**config.mk**
```make
export PLATFORM = sky130hd
export DESIGN_NAME = edge_counter_pwm_meter
export DESIGN_NICKNAME = d
export VERILOG_FILES = /design/src/hw/rtl/ecpm_pkg.sv /design/src/hw/rtl/ecpm_front.sv /design/src/hw/rtl/ecpm_queue.sv /design/src/hw/rtl/ecpm_div.sv /design/src/hw/rtl/ecpm_back.sv /design/src/hw/rtl/edge_counter_pwm_meter.sv
export SDC_FILE = /design/constraint.sdc
export NUM_CORES = 1
export LEC_CHECK = 0
export BUFFER_PORTS_ARGS = -buffer_cell sky130_fd_sc_hd__buf_2
export CORE_MARGIN = 2
export CORE_UTILIZATION = 56
export CTS_CLUSTER_SIZE = 16
export DETAILED_ROUTE_END_ITERATION = 8
export GPL_TIMING_DRIVEN = 0
export PLACE_DENSITY_LB_ADDON = 0.08
export RECOVER_POWER = 50
export SETUP_SLACK_MARGIN = 0.05
export SLEW_MARGIN = 20
export SYNTH_ARGS = -nofsm -noshare
export SYNTH_HDL_FRONTEND = slang
export SYNTH_SLANG_ARGS = --single-unit
```
**constraint.sdc**
```tcl
create_clock -name clk -period 5.4 [get_ports clk]
set_clock_uncertainty 0.05 [all_clocks]
set_input_delay 0.54 -clock clk [delete_from_list [all_inputs] [get_ports clk]]
set_output_delay 0.54 -clock clk [all_outputs]
set_load 0.02 [all_outputs]
```
**src/hw/rtl/ecpm_pkg.sv**
```systemverilog
// ----------------------------------------------------------------------------
// ecpm_pkg
// Shared types and constants of the pin edge counter and PWM meter.
// ----------------------------------------------------------------------------
package ecpm_pkg;

  // configuration register map
  localparam int unsigned REG_EDGE_MODE   = 0;
  localparam int unsigned NUM_REGS        = 1;
  localparam int unsigned PADDR_W         = 3;
  localparam int unsigned PDATA_W         = 32;
  localparam int unsigned MODE_W          = 3;
  localparam logic [MODE_W-1:0] EDGE_MODE_RESET = 3'd3;

  // edge mode codes
  localparam logic [MODE_W-1:0] MODE_RISE = 3'd1;
  localparam logic [MODE_W-1:0] MODE_FALL = 3'd2;
  localparam logic [MODE_W-1:0] MODE_PWM  = 3'd4;

  // action codes of an input item
  localparam logic ACTION_EDGE = 1'b0;
  localparam logic ACTION_ACK  = 1'b1;

  // measurement constants
  localparam int unsigned TIME_W           = 32;
  localparam int unsigned DUTY_W           = 7;
  localparam int unsigned FREQ_OUT_W       = 20;
  localparam int unsigned DUTY_SCALE       = 100;
  localparam int unsigned FREQ_MAX         = 1048575;
  localparam int unsigned DUTY_DIVIDEND_W  = TIME_W + DUTY_W;
  localparam int unsigned TICKS_DEFAULT    = 1000000;
  localparam int unsigned QUEUE_DEPTH_DEFAULT = 2;

  typedef struct packed {
    logic              action;
    logic              level;
    logic [TIME_W-1:0] time_us;
  } edge_item_t;

  typedef struct packed {
    logic [31:0]           rise_count;
    logic [31:0]           fall_count;
    logic                  rises_enabled;
    logic                  falls_enabled;
    logic [DUTY_W-1:0]     duty_percent;
    logic [FREQ_OUT_W-1:0] frequency_hz;
    logic                  notify;
  } result_item_t;

  // classified command between front and back
  typedef enum logic [2:0] {
    CMD_ACK,
    CMD_COUNT_RISE,
    CMD_COUNT_FALL,
    CMD_SKIP,
    CMD_PWM_RISE,
    CMD_PWM_FALL
  } cmd_kind_t;

  typedef struct packed {
    cmd_kind_t         kind;
    logic [TIME_W-1:0] time_us;
  } cmd_t;

  typedef enum logic [1:0] {
    ST_IDLE,
    ST_PERIOD,
    ST_DIVIDE,
    ST_EMIT
  } back_state_t;

endpackage

```
**src/hw/rtl/ecpm_front.sv**
```systemverilog
// ----------------------------------------------------------------------------
// ecpm_front
// Accepts edge and acknowledge items and classifies them against the mode.
// ----------------------------------------------------------------------------
module ecpm_front import ecpm_pkg::*; (
  input  logic              clk,
  input  logic              rst,
  input  logic [MODE_W-1:0] edge_mode,
  input  logic              edge_valid,
  output logic              edge_stall,
  input  edge_item_t        edge_item,
  output logic              cmd_valid,
  input  logic              cmd_ready,
  output cmd_t              cmd
);

  cmd_kind_t kind;
  logic      take;

  // classify the incoming item
  always_comb begin
    if (edge_item.action == ACTION_ACK) begin
      kind = CMD_ACK;
    end else if (edge_mode == MODE_PWM) begin
      kind = edge_item.level ? CMD_PWM_RISE : CMD_PWM_FALL;
    end else if (edge_mode == MODE_RISE && !edge_item.level) begin
      kind = CMD_SKIP;
    end else if (edge_mode == MODE_FALL && edge_item.level) begin
      kind = CMD_SKIP;
    end else begin
      kind = edge_item.level ? CMD_COUNT_RISE : CMD_COUNT_FALL;
    end
  end

  assign edge_stall = cmd_valid && !cmd_ready;
  assign take       = edge_valid && !edge_stall;

  // command holding register
  always_ff @(posedge clk) begin
    if (rst) begin
      cmd_valid <= 1'b0;
    end else if (take) begin
      cmd_valid <= 1'b1;
    end else if (cmd_ready) begin
      cmd_valid <= 1'b0;
    end
  end

  always_ff @(posedge clk) begin
    if (take) begin
      cmd.kind    <= kind;
      cmd.time_us <= edge_item.time_us;
    end
  end

endmodule

```
**src/hw/rtl/ecpm_queue.sv**
```systemverilog
// ----------------------------------------------------------------------------
// ecpm_queue
// Short command queue between the front and the back.
// ----------------------------------------------------------------------------
module ecpm_queue import ecpm_pkg::*; #(
  parameter int unsigned DEPTH = QUEUE_DEPTH_DEFAULT
) (
  input  logic clk,
  input  logic rst,
  input  logic push_valid,
  output logic push_ready,
  input  cmd_t push_cmd,
  output logic pop_valid,
  input  logic pop,
  output cmd_t pop_cmd
);

  localparam int unsigned PTR_W = $clog2(DEPTH);
  localparam int unsigned CNT_W = $clog2(DEPTH + 1);

  cmd_t             entries [DEPTH];
  logic [PTR_W-1:0] wr_ptr;
  logic [PTR_W-1:0] rd_ptr;
  logic [CNT_W-1:0] count;
  logic             do_push;
  logic             do_pop;

  assign push_ready = count != CNT_W'(DEPTH);
  assign pop_valid  = count != '0;
  assign pop_cmd    = entries[rd_ptr];
  assign do_push    = push_valid && push_ready;
  assign do_pop     = pop && pop_valid;

  // pointers and fill count
  always_ff @(posedge clk) begin
    if (rst) begin
      wr_ptr <= '0;
      rd_ptr <= '0;
      count  <= '0;
    end else begin
      if (do_push) begin
        wr_ptr <= (wr_ptr == PTR_W'(DEPTH - 1)) ? '0 : wr_ptr + 1'b1;
      end
      if (do_pop) begin
        rd_ptr <= (rd_ptr == PTR_W'(DEPTH - 1)) ? '0 : rd_ptr + 1'b1;
      end
      if (do_push && !do_pop) begin
        count <= count + 1'b1;
      end else if (do_pop && !do_push) begin
        count <= count - 1'b1;
      end
    end
  end

  // entry storage
  always_ff @(posedge clk) begin
    if (do_push) begin
      entries[wr_ptr] <= push_cmd;
    end
  end

endmodule

```
**src/hw/rtl/ecpm_div.sv**
```systemverilog
// ----------------------------------------------------------------------------
// ecpm_div
// Restoring unsigned divider, one quotient bit per cycle.
// ----------------------------------------------------------------------------
module ecpm_div import ecpm_pkg::*; #(
  parameter int unsigned N = DUTY_DIVIDEND_W
) (
  input  logic              clk,
  input  logic              rst,
  input  logic              start,
  input  logic [N-1:0]      dividend,
  input  logic [TIME_W-1:0] divisor,
  output logic              busy,
  output logic [N-1:0]      quotient
);

  localparam int unsigned CNT_W = $clog2(N);

  logic [TIME_W-1:0] rem;
  logic [TIME_W-1:0] dvs;
  logic [CNT_W-1:0]  count;
  logic [TIME_W:0]   shifted;
  logic [TIME_W:0]   diff;
  logic              ge;

  // one trial subtraction
  always_comb begin
    shifted = {rem, quotient[N-1]};
    diff    = shifted - {1'b0, dvs};
    ge      = shifted >= {1'b0, dvs};
  end

  always_ff @(posedge clk) begin
    if (rst) begin
      busy  <= 1'b0;
      count <= '0;
    end else if (start) begin
      busy  <= 1'b1;
      count <= '0;
    end else if (busy) begin
      count <= count + 1'b1;
      if (count == CNT_W'(N - 1)) begin
        busy <= 1'b0;
      end
    end
  end

  // remainder and quotient shift
  always_ff @(posedge clk) begin
    if (start) begin
      rem      <= '0;
      dvs      <= divisor;
      quotient <= dividend;
    end else if (busy) begin
      rem      <= ge ? diff[TIME_W-1:0] : shifted[TIME_W-1:0];
      quotient <= {quotient[N-2:0], ge};
    end
  end

endmodule

```
**src/hw/rtl/ecpm_back.sv**
```systemverilog
// ----------------------------------------------------------------------------
// ecpm_back
// Executes commands: edge counters, notify flag, PWM timing and results.
// ----------------------------------------------------------------------------
module ecpm_back import ecpm_pkg::*; #(
  parameter int unsigned TICKS_PER_SECOND = TICKS_DEFAULT
) (
  input  logic              clk,
  input  logic              rst,
  input  logic [MODE_W-1:0] edge_mode,
  input  logic              cmd_valid,
  output logic              cmd_pop,
  input  cmd_t              cmd,
  output logic              result_valid,
  input  logic              result_stall,
  output result_item_t      result_item
);

  localparam int unsigned FREQ_W = $clog2(TICKS_PER_SECOND + 1);

  back_state_t state;
  back_state_t state_next;

  logic [31:0]           rises_total;
  logic [31:0]           falls_total;
  logic                  notice_pending;
  logic [TIME_W-1:0]     high_start_time;
  logic [TIME_W-1:0]     low_start_time;
  logic [TIME_W-1:0]     high_duration;
  logic [TIME_W-1:0]     low_duration;
  logic [DUTY_W-1:0]     duty_held;
  logic [FREQ_OUT_W-1:0] frequency_held;

  logic [31:0]           rises_total_next;
  logic [31:0]           falls_total_next;
  logic                  notice_pending_next;
  logic [TIME_W-1:0]     high_start_time_next;
  logic [TIME_W-1:0]     low_start_time_next;
  logic [TIME_W-1:0]     high_duration_next;
  logic [TIME_W-1:0]     low_duration_next;
  logic [DUTY_W-1:0]     duty_held_next;
  logic [FREQ_OUT_W-1:0] frequency_held_next;

  logic                  out_free;
  logic                  emit;
  logic                  notify;
  logic                  div_start;
  logic [TIME_W-1:0]     period_sum;
  logic [DUTY_DIVIDEND_W-1:0] high_scaled;
  logic                  f_busy;
  logic                  d_busy;
  logic [FREQ_W-1:0]     f_quot;
  logic [DUTY_DIVIDEND_W-1:0] d_quot;
  logic [31:0]           f_wide;

  assign out_free    = !result_valid || !result_stall;
  assign period_sum  = high_duration + low_duration;
  assign high_scaled = DUTY_DIVIDEND_W'(high_duration) * DUTY_DIVIDEND_W'(DUTY_SCALE);
  assign f_wide      = 32'(f_quot);

  // frequency and duty dividers run side by side
  ecpm_div #(.N(FREQ_W)) u_freq_div (
    .clk      (clk),
    .rst      (rst),
    .start    (div_start),
    .dividend (FREQ_W'(TICKS_PER_SECOND)),
    .divisor  (period_sum),
    .busy     (f_busy),
    .quotient (f_quot)
  );

  ecpm_div #(.N(DUTY_DIVIDEND_W)) u_duty_div (
    .clk      (clk),
    .rst      (rst),
    .start    (div_start),
    .dividend (high_scaled),
    .divisor  (period_sum),
    .busy     (d_busy),
    .quotient (d_quot)
  );

  // next state
  always_comb begin
    state_next = state;
    unique case (state)
      ST_IDLE: begin
        if (cmd_valid && out_free && cmd.kind == CMD_PWM_RISE) begin
          state_next = ST_PERIOD;
        end
      end
      ST_PERIOD: begin
        state_next = (period_sum == '0) ? ST_EMIT : ST_DIVIDE;
      end
      ST_DIVIDE: begin
        if (!f_busy && !d_busy) begin
          state_next = ST_EMIT;
        end
      end
      ST_EMIT: begin
        if (out_free) begin
          state_next = ST_IDLE;
        end
      end
      default: state_next = ST_IDLE;
    endcase
  end

  // command execution and result assembly
  always_comb begin
    cmd_pop              = 1'b0;
    emit                 = 1'b0;
    notify               = 1'b0;
    div_start            = 1'b0;
    rises_total_next     = rises_total;
    falls_total_next     = falls_total;
    notice_pending_next  = notice_pending;
    high_start_time_next = high_start_time;
    low_start_time_next  = low_start_time;
    high_duration_next   = high_duration;
    low_duration_next    = low_duration;
    duty_held_next       = duty_held;
    frequency_held_next  = frequency_held;
    unique case (state)
      ST_IDLE: begin
        if (cmd_valid && out_free) begin
          cmd_pop = 1'b1;
          emit    = 1'b1;
          case (cmd.kind) inside
            CMD_ACK: begin
              notice_pending_next = 1'b0;
            end
            CMD_COUNT_RISE, CMD_COUNT_FALL: begin
              if (cmd.kind == CMD_COUNT_RISE) begin
                rises_total_next = rises_total + 32'd1;
              end else begin
                falls_total_next = falls_total + 32'd1;
              end
              if (!notice_pending) begin
                notice_pending_next = 1'b1;
                notify              = 1'b1;
              end
            end
            CMD_PWM_FALL: begin
              high_duration_next  = cmd.time_us - high_start_time;
              low_start_time_next = cmd.time_us;
            end
            CMD_PWM_RISE: begin
              emit                 = 1'b0;
              low_duration_next    = cmd.time_us - low_start_time;
              high_start_time_next = cmd.time_us;
            end
            default: begin
            end
          endcase
        end
      end
      ST_PERIOD: begin
        if (period_sum == '0) begin
          duty_held_next      = '0;
          frequency_held_next = '0;
        end else begin
          div_start = 1'b1;
        end
      end
      ST_DIVIDE: begin
        if (!f_busy && !d_busy) begin
          frequency_held_next = (f_wide > 32'(FREQ_MAX)) ? FREQ_OUT_W'(FREQ_MAX)
                                                         : f_wide[FREQ_OUT_W-1:0];
          duty_held_next = (d_quot > DUTY_DIVIDEND_W'(DUTY_SCALE)) ? DUTY_W'(DUTY_SCALE)
                                                                   : d_quot[DUTY_W-1:0];
        end
      end
      ST_EMIT: begin
        emit = out_free;
      end
      default: begin
      end
    endcase
  end

  // control and measurement state
  always_ff @(posedge clk) begin
    if (rst) begin
      state           <= ST_IDLE;
      rises_total     <= '0;
      falls_total     <= '0;
      notice_pending  <= 1'b0;
      high_start_time <= '0;
      low_start_time  <= '0;
      high_duration   <= '0;
      low_duration    <= '0;
      duty_held       <= '0;
      frequency_held  <= '0;
      result_valid    <= 1'b0;
    end else begin
      state           <= state_next;
      rises_total     <= rises_total_next;
      falls_total     <= falls_total_next;
      notice_pending  <= notice_pending_next;
      high_start_time <= high_start_time_next;
      low_start_time  <= low_start_time_next;
      high_duration   <= high_duration_next;
      low_duration    <= low_duration_next;
      duty_held       <= duty_held_next;
      frequency_held  <= frequency_held_next;
      if (emit) begin
        result_valid <= 1'b1;
      end else if (!result_stall) begin
        result_valid <= 1'b0;
      end
    end
  end

  // result register
  always_ff @(posedge clk) begin
    if (emit) begin
      result_item.rise_count    <= rises_total_next;
      result_item.fall_count    <= falls_total_next;
      result_item.rises_enabled <= edge_mode[0];
      result_item.falls_enabled <= edge_mode[1];
      result_item.duty_percent  <= duty_held_next;
      result_item.frequency_hz  <= frequency_held_next;
      result_item.notify        <= notify;
    end
  end

endmodule

```
**src/hw/rtl/edge_counter_pwm_meter.sv**
```systemverilog
// ----------------------------------------------------------------------------
// edge_counter_pwm_meter
// Pin edge counter and PWM duty and frequency meter with an APB register.
// ----------------------------------------------------------------------------
// An accepted item passes the front holding register and the queue to the back,
// which writes the result register. A PWM rising edge result waits for the
// 39-bit duty divider, which retires one quotient bit per cycle. Counting
// items flow at one item per cycle while the result is not stalled; the back
// takes no command while it works on a PWM rising edge. Synchronous reset
// clears counters, timing and queue, and sets edge_mode to both edges.
module edge_counter_pwm_meter import ecpm_pkg::*; #(
  parameter int unsigned TICKS_PER_SECOND = TICKS_DEFAULT,
  parameter int unsigned QUEUE_DEPTH      = QUEUE_DEPTH_DEFAULT
) (
  input  logic               clk,
  input  logic               rst,
  input  logic               psel,
  input  logic               penable,
  input  logic               pwrite,
  input  logic [PADDR_W-1:0] paddr,
  input  logic [PDATA_W-1:0] pwdata,
  output logic [PDATA_W-1:0] prdata,
  output logic               pready,
  input  logic               edge_valid,
  output logic               edge_stall,
  input  edge_item_t         edge_item,
  output logic               result_valid,
  input  logic               result_stall,
  output result_item_t       result_item
);

  logic [MODE_W-1:0] edge_mode;
  logic              reg_write;
  logic              reg_hit;
  logic              f_valid;
  logic              q_ready;
  cmd_t              f_cmd;
  logic              q_valid;
  logic              q_pop;
  cmd_t              q_cmd;

  // configuration register
  assign pready    = 1'b1;
  assign reg_hit   = paddr[PADDR_W-1:2] == 1'(REG_EDGE_MODE);
  assign reg_write = psel && penable && pwrite && pready;
  assign prdata    = reg_hit ? PDATA_W'(edge_mode) : '0;

  always_ff @(posedge clk) begin
    if (rst) begin
      edge_mode <= EDGE_MODE_RESET;
    end else if (reg_write && reg_hit) begin
      edge_mode <= pwdata[MODE_W-1:0];
    end
  end

  ecpm_front u_front (
    .clk        (clk),
    .rst        (rst),
    .edge_mode  (edge_mode),
    .edge_valid (edge_valid),
    .edge_stall (edge_stall),
    .edge_item  (edge_item),
    .cmd_valid  (f_valid),
    .cmd_ready  (q_ready),
    .cmd        (f_cmd)
  );

  ecpm_queue #(.DEPTH(QUEUE_DEPTH)) u_queue (
    .clk        (clk),
    .rst        (rst),
    .push_valid (f_valid),
    .push_ready (q_ready),
    .push_cmd   (f_cmd),
    .pop_valid  (q_valid),
    .pop        (q_pop),
    .pop_cmd    (q_cmd)
  );

  ecpm_back #(.TICKS_PER_SECOND(TICKS_PER_SECOND)) u_back (
    .clk          (clk),
    .rst          (rst),
    .edge_mode    (edge_mode),
    .cmd_valid    (q_valid),
    .cmd_pop      (q_pop),
    .cmd          (q_cmd),
    .result_valid (result_valid),
    .result_stall (result_stall),
    .result_item  (result_item)
  );

endmodule

```
==> results.toml, run 1 <==
[run_status]
outcome = "complete, but fails checks"
violations = "max-capacitance violations, max-slew violations"

[clocking]
cts_tree = "yes"
cts_buffers = 67
clk_latency_ns = 0.62
clk_transition_reported_paths_ns = 0.06
cts_buffer_depth = 3
cts_root_buf = "clkbuf_16"
cts_setup_buffers = 0
cts_num_sinks = 599
htreeDepth = 3

[yosys]
async_flop_share_pct = 0
synth-main-ff-cell = "dfxtp_1"
ys_warn_count = 0
synth_area_per_cell_um2 = 9.38
syn-instance-count = 3640
synth_largest_area_cell = "edfxtp_1"
syn_area_um2 = 34100
synth_seq_area_share_pct = 43.0
yosys-top-cells-area = "edfxtp_1 24%, dfxtp_1 19%, ha_1 9.8%, nand2_1 4.2%, a21oi_1 3.8%"
synth_edf_count = 268
ys_ff_latch = 599
ys_types = 75
synth_top_area_share_pct = 23.6

[die]
start_util_pct = 56.6
die_height_um = 251
io_pins = 205
die_area_um2 = 62900
rows = 90
fp.dieW_um = 251
core_um2 = 60400

[layout]
diodes = 0
layout-drive-gt1-share_pct = 5.84
final_cells = 4723
nets = 4263
post-route-util_pct = 63.3
filler_cell_count = 5237
fin_area_um2 = 38200
syn2layout_area_growth_pct = 11.9

[timing]
finalHoldViolations = 0
period_share_pct = 96.0
setup_viol = 0
tightest_slew_ns = 1.79
slew_headroom_pct = -19.3
fmax_ghz = 0.193
min_period_ns = 5.19
rsz0062_at_grt = "no"
slew_viol_final = 104
fin_setup_tns_ns = 0

[pwr]
leakage_uw = 0.0159
p_per_area_nw_per_um2 = 553
ir_drop_mv = 0.303

[grt]
grt_max_degree = 42
grt_first_pass_wirelength_mm = 134
grt_overflow = 0
grt_antenna_before_repair = 1
grt_pass1_vias = 25100
grtUsageTotal_pct = 26.8

[placed_design]
place.gp.congestion = 0.928
portBuffers = 143
place_inst = 4601
place_hpwl_mm = 65.6
dpl_cell_area_um2 = 36200

[critical_path]
cp_max_fo = 10
slowest_delay_ns = 0.48
r2r_cells = 15
critPathKind = "reg -> reg"
critPathRequiredTime_ns = 5.66
slowest_stage = "or4b_1"
cp-end-kind = "flop"
cp-start-kind = "flop"
crit_path_cell_trace = "ha_1 > fa_1 > a211oi_2 > o21bai_1 > a211o_1 > a2111oi_0 > or4b_1 > or4_1 > nor4_2 > nand4_1 > o21a_1 > buf_6 > clkbuf_2 > nand2_1 > o21ai_0"
cp.arrival_ns = 5.45

[route]
route.detailed.drc = 0
drt_iter0_markers = 1543
avgViaCountPerCell = 5.57
route.vias.total = 26300
drt-pass1-iter-count = 5
ant_nets = 0
post_drt_wl_per_cell_um = 18.0
wl_mm = 85.1

[min_path]
holdPathStages = 1
hold_class = "in -> reg"

[flow_run]
max-cap-violations = 4
cell usage in the layout (no fill, tap or decap), types with 51 or more instances in the layout:
master     netlist  final
dfxtp_1        331    330
edfxtp_1       268    268
nand2_1        379    379
clkbuf_1       107    228
nor2b_1         97     97
buf_2            8     51
nand3_1         57     57
a21oi_1        256    256
a211oi_1       125    125
xnor2_1        125    125
inv_1          302    302
clkbuf_16        0     68
xor2_1         104    104
ha_1           268    268
o21ai_0        146    145
nor2_1         326    325
a21o_1          76     76
mux2i_1         89     88
through the flow:
stage	hold slack [ns]	setup WS, ns	power, uW
finish	0.0404	0.214	21100
global route	0.0164	0.0576	22500
CTS	0.00256	0.0418	21300
detailed placement	0.380	-0.378	16500
global placement	0.372	-0.888	16300
floorplan	0.371	0.617	13800
metal layers:
layer | part of all wire [%] | GRT usage [%] | vias to the layer above
met4 | 3.9 | 11.0 | 2
met5 | 0.015 | 0 | -
met1 | 44 | 34.7 | 12300
met3 | 4.6 | 3.38 | 154
li1 | - | - | 13300
met2 | 47 | 45.7 | 636
cells in the mapped netlist (9+ instances only):
cell	number
nand2_1	379
dfxtp_1	331
nor2_1	326
inv_1	302
edfxtp_1	268
ha_1	268
a21oi_1	256
o21ai_0	146
a211oi_1	125
xnor2_1	125
clkbuf_1	107
xor2_1	104
nor2b_1	97
mux2i_1	89
a21o_1	76
nand3_1	57
and3_1	47
nand2b_1	39
nor3_1	38
fa_1	32
nand4_1	31
buf_4	30
o21a_1	30
a311oi_1	23
o211ai_1	23
o21bai_1	22
and2_1	21
a31oi_1	19
o31ai_1	17
a211o_1	15
nor4_1	14
a21boi_0	12
or2_2	10
or3_1	10
and4_1	9
buf_1	9
o21ai_1	9
critical path: cells and delay by family, from the launching register on:
kind	cells	cell delay (ns)
buf+inv	2	0.47
compound gates	6	1.58
simple gates	5	1.71
flops	1	0.40
fa+ha+maj	2	0.66
registers in the layout (all words and copies together), names as in the netlist, 2 cells and up, named ones only:
register and flops:
u_back.result_item 94, u_queue.entries 70, u_back.u_duty_div.quotient 39, u_front.cmd 35, u_back.falls_total 32, u_back.high_duration 32, u_back.high_start_time 32, u_back.low_duration 32
u_back.low_start_time 32, u_back.rises_total 32, u_back.u_duty_div.rem 32, u_back.u_freq_div.dvs 32, u_back.u_freq_div.rem 32, u_back.frequency_held 20, u_back.u_freq_div.quotient 20, u_back.duty_held 7
u_back.u_duty_div.count 6, u_back.u_freq_div.count 5, edge_mode 3, u_back.state 2, u_queue.count 2
worst paths after layout:
| path | to | from | slack [ns] |
|---|---|---|---|
| hold / removal | u_front.cmd[31] | edge_item[31] | 0.04 |
| setup reg to reg | u_back.u_duty_div.quotient[3] | u_back.high_duration[0] | 0.21 |
| hold reg to reg | u_queue.entries[1][1] | u_front.cmd[1] | 0.39 |
| setup / recovery | u_back.u_duty_div.quotient[3] | u_back.high_duration[0] | 0.21 |
layout make-up:
| cell class | instances | area, um^2 | share of cell area [%] |
|---|---|---|---|
| Clock inverter | 32 | 425 | 1.11 |
| Clock buffer | 91 | 1850 | 4.84 |
| Tap cell | 782 | 978 | 2.56 |
| Inverter | 303 | 1140 | 2.98 |
| Timing Repair Buffer | 151 | 668 | 1.75 |
| Multi-Input combinational cell | 2605 | 17700 | 46.3 |
| Sequential cell | 599 | 14700 | 38.4 |
| Buffer | 160 | 782 | 2.05 |
kinds of logic after synthesis:
| group | after synthesis | synth area share [%] |
|---|---|---|
| fa+ha+maj | 300 | 11.7 |
| other cells | 2 | 0.0220 |
| compound gates | 846 | 16.1 |
| simple gates | 1105 | 14.9 |
| xor+xnor | 229 | 5.88 |
| flops | 599 | 43.0 |
| buf+inv | 464 | 5.62 |
| mux | 95 | 2.81 |
report_power, final:
group / total (uW) / internal (uW) / switching [uW]
Combinational: 9590 / 3510 / 6080
Clock: 4670 / 2770 / 1890
Sequential: 6870 / 6140 / 730
Total: 21100 / 12400 / 8700
what timing repair did:
action	in CTS	in global routing
endpoints found under the hold margin	0	0
setup endpoints to repair	78	47
resized for setup	6	3
hold buffers	0	0
(Power assumes the default switching activity.)
==> run 2, diff against run 1 <==
--- a/config.mk
+++ b/config.mk
@@ -7,7 +7,8 @@
 export LEC_CHECK = 0
 export BUFFER_PORTS_ARGS = -buffer_cell sky130_fd_sc_hd__buf_2
 export CORE_MARGIN = 2
-export CORE_UTILIZATION = 56
+export CORE_UTILIZATION = 58
+export CTS_BUF_LIST = sky130_fd_sc_hd__clkbuf_4
 export CTS_CLUSTER_SIZE = 16
 export DETAILED_ROUTE_END_ITERATION = 8
 export GPL_TIMING_DRIVEN = 0
==> run 2 against run 1 <==
The flow still finishes with violations (max-capacitance violations, max-slew violations); total power is 2.7% lower; clock-buffer cell count is 153 higher; wire length is 1.7% higher; sequential share of layout area is 0.25 points lower; critical path depth is 2 lower; cell area is 0.67% higher; utilization is 3.1 points higher; hold slack better by 0.15 ns; combinational power hardly changed; global-route usage is 1.8 points higher; largest power group unchanged; highest routed layer unchanged.
==> results.toml, run 2 (synthesis gave the netlist of run 1 again) <==
[flow_run]
max-cap-violations = 3

[clocking]
cts_buffers = 157
cts_buffer_depth = 3
clk_transition_reported_paths_ns = 0.07
clk_latency_ns = 1.01
cts_num_sinks = 599
htreeDepth = 4
cts_root_buf = "clkbuf_4"
cts_tree = "yes"

[die]
io_pins = 205
die_height_um = 247
die_area_um2 = 60800
fp.dieW_um = 247
start_util_pct = 58.9
core_um2 = 57900
rows = 88

[critical_path]
path_depth = 13
slowest_delay_ns = 0.48
r2r_end = "u_back.u_duty_div.quotient[29]"
cp-end-kind = "flop"
critPathBufInv = 1
r2r_slack_ns = 0.28
critPathKind = "reg -> reg"
critPathRequiredTime_ns = 6.07
r2r_cells = 13
reg2reg_from = "u_back.high_duration[0]"
slowest_stage = "or4b_1"
cp-start-kind = "flop"
crit_family = "simple AND/OR/NAND/NOR gates"
cp_max_fo = 22
cp.arrival_ns = 5.79
crit_path_cell_trace = "ha_1 > fa_1 > a211oi_2 > o21bai_1 > a211o_1 > a2111oi_1 > or4b_1 > or4_1 > nor4_2 > nand4_1 > nor2_2 > o21ai_4 > buf_16"

[layout]
syn2layout_area_growth_pct = 12.6
layout-drive-gt1-share_pct = 9.35
final_cell_mix = "379 x nand2_1, 330 x dfxtp_1, 325 x nor2_1, 302 x inv_1"
nets = 4398
seq_area_um2 = 14700
multiInputGateArea_um2 = 17700
fin_area_um2 = 38400
filler_cell_count = 4945
largest_register = "u_back.result_item"
final_common_cell = "nand2_1"
largestRegisters = "u_back.result_item (94), u_queue.entries (70), u_back.u_duty_div.quotient (39)"
largest_reg_flops = 94

[pwr]
leakage_uw = 0.0162
fin_total_pwr_uw = 20600
p_per_area_nw_per_um2 = 535
ir_drop_mv = 0.355

[timing]
slew_viol_final = 91
fmax_ghz = 0.195
min_period_ns = 5.12
setup_viol = 0
finalHoldViolations = 0
rsz0062_at_grt = "no"
period_share_pct = 94.8
slew_headroom_pct = -23.4
tightest_slew_ns = 1.85

[placed_design]
place.gp.congestion = 0.949
dpl_cell_area_um2 = 36100
place_hpwl_mm = 65.7
portBuffers = 143

[grt]
grtUsageTotal_pct = 28.7
grt_overflow = 0
grt_antenna_before_repair = 3
grt_pass1_vias = 26500
grt_first_pass_wirelength_mm = 137
grt_max_degree = 42

[min_path]
holdPathStages = 2
hold_class = "in -> reg"
hold_path.startpoint = "edge_item[5]"
hold_end = "u_front.cmd[5]"

[run_status]
violations = "max-capacitance violations, max-slew violations"
outcome = "complete, but fails checks"

[route]
drt-pass1-iter-count = 5
avgViaCountPerCell = 5.52
ant_nets = 0
post_drt_wl_per_cell_um = 17.6
drt_iter0_markers = 1507
wl_mm = 86.6
route.detailed.drc = 0
route.vias.total = 27200
[run 2: per-stage QoR]
stage / setup slack, ns / setup TNS (ns) / util, % / instances / hold slack (ns)
2_1_floorplan: 0.617 / 0 / - / 3668 / 0.371
3_3_place_gp: -0.986 / -85.63 / 62.0 / 4576 / 0.373
3_5_place_dp: -0.380 / -2.99 / 62.4 / 4584 / 0.380
4_1_cts: 0.0832 / 0 / 66.8 / 4916 / 0.0824
5_1_grt: 0.0504 / 0 / 66.4 / 4921 / 0.120
6_report: 0.281 / 0 / 66.4 / 4921 / 0.190
[run 2: worst max path at each step]
stage,start,end,slack [ns]
after floorplan,u_back.high_duration[0],u_back.u_duty_div.quotient[10],0.62
after global placement,u_back.high_duration[0],u_back.u_duty_div.quotient[11],-0.99
after detailed placement,flop,u_back.low_duration[29],-0.38
after CTS,u_back.high_duration[0],u_back.u_freq_div.dvs[13],0.08
after global routing,u_back.high_duration[0],u_back.result_item[17],0.05
final,u_back.high_duration[0],u_back.u_duty_div.quotient[29],0.28
[run 2: report_power, final]
group | switching, uW | total, uW | internal, uW
Sequential | 734 | 6870 | 6140
Clock | 1940 | 4060 | 2120
Combinational | 6090 | 9620 | 3540
Total | 8760 | 20600 | 11800
[run 2: area by class of cell]
type	instances	area share, %
Multi-Input combinational cell	2605	46.0
Timing Repair Buffer	196	2.91
Inverter	303	2.96
Antenna cell	5	0.0326
Clock buffer	244	4.77
Sequential cell	599	38.2
Buffer	160	2.05
Tap cell	765	2.49
Clock inverter	44	0.641
[run 2: worst reg2reg max path: cells and delay by family, from the launching register on]
kind	cells	cell delay [ns]
flops	1	0.41
buf+inv	1	0.26
fa+ha+maj	2	0.69
compound gates	5	1.47
simple gates	5	1.96
[run 2: layer usage]
metal	GRT usage, %	wire (um)	up-vias
met2	47.7	40900	684
met5	0	15	-
li1	-	-	13600
met1	35.7	37700	12700
met4	14.4	3760	2
met3	5.26	4260	189
[run 2: repair_timing]
action | CTS | global route
hold buffers | 45 | 0
setup endpoints to repair | 67 | 129
setup buffers | 0 | 0
gates resized for setup | 5 | 12
endpoints found under the hold margin | 54 | 0
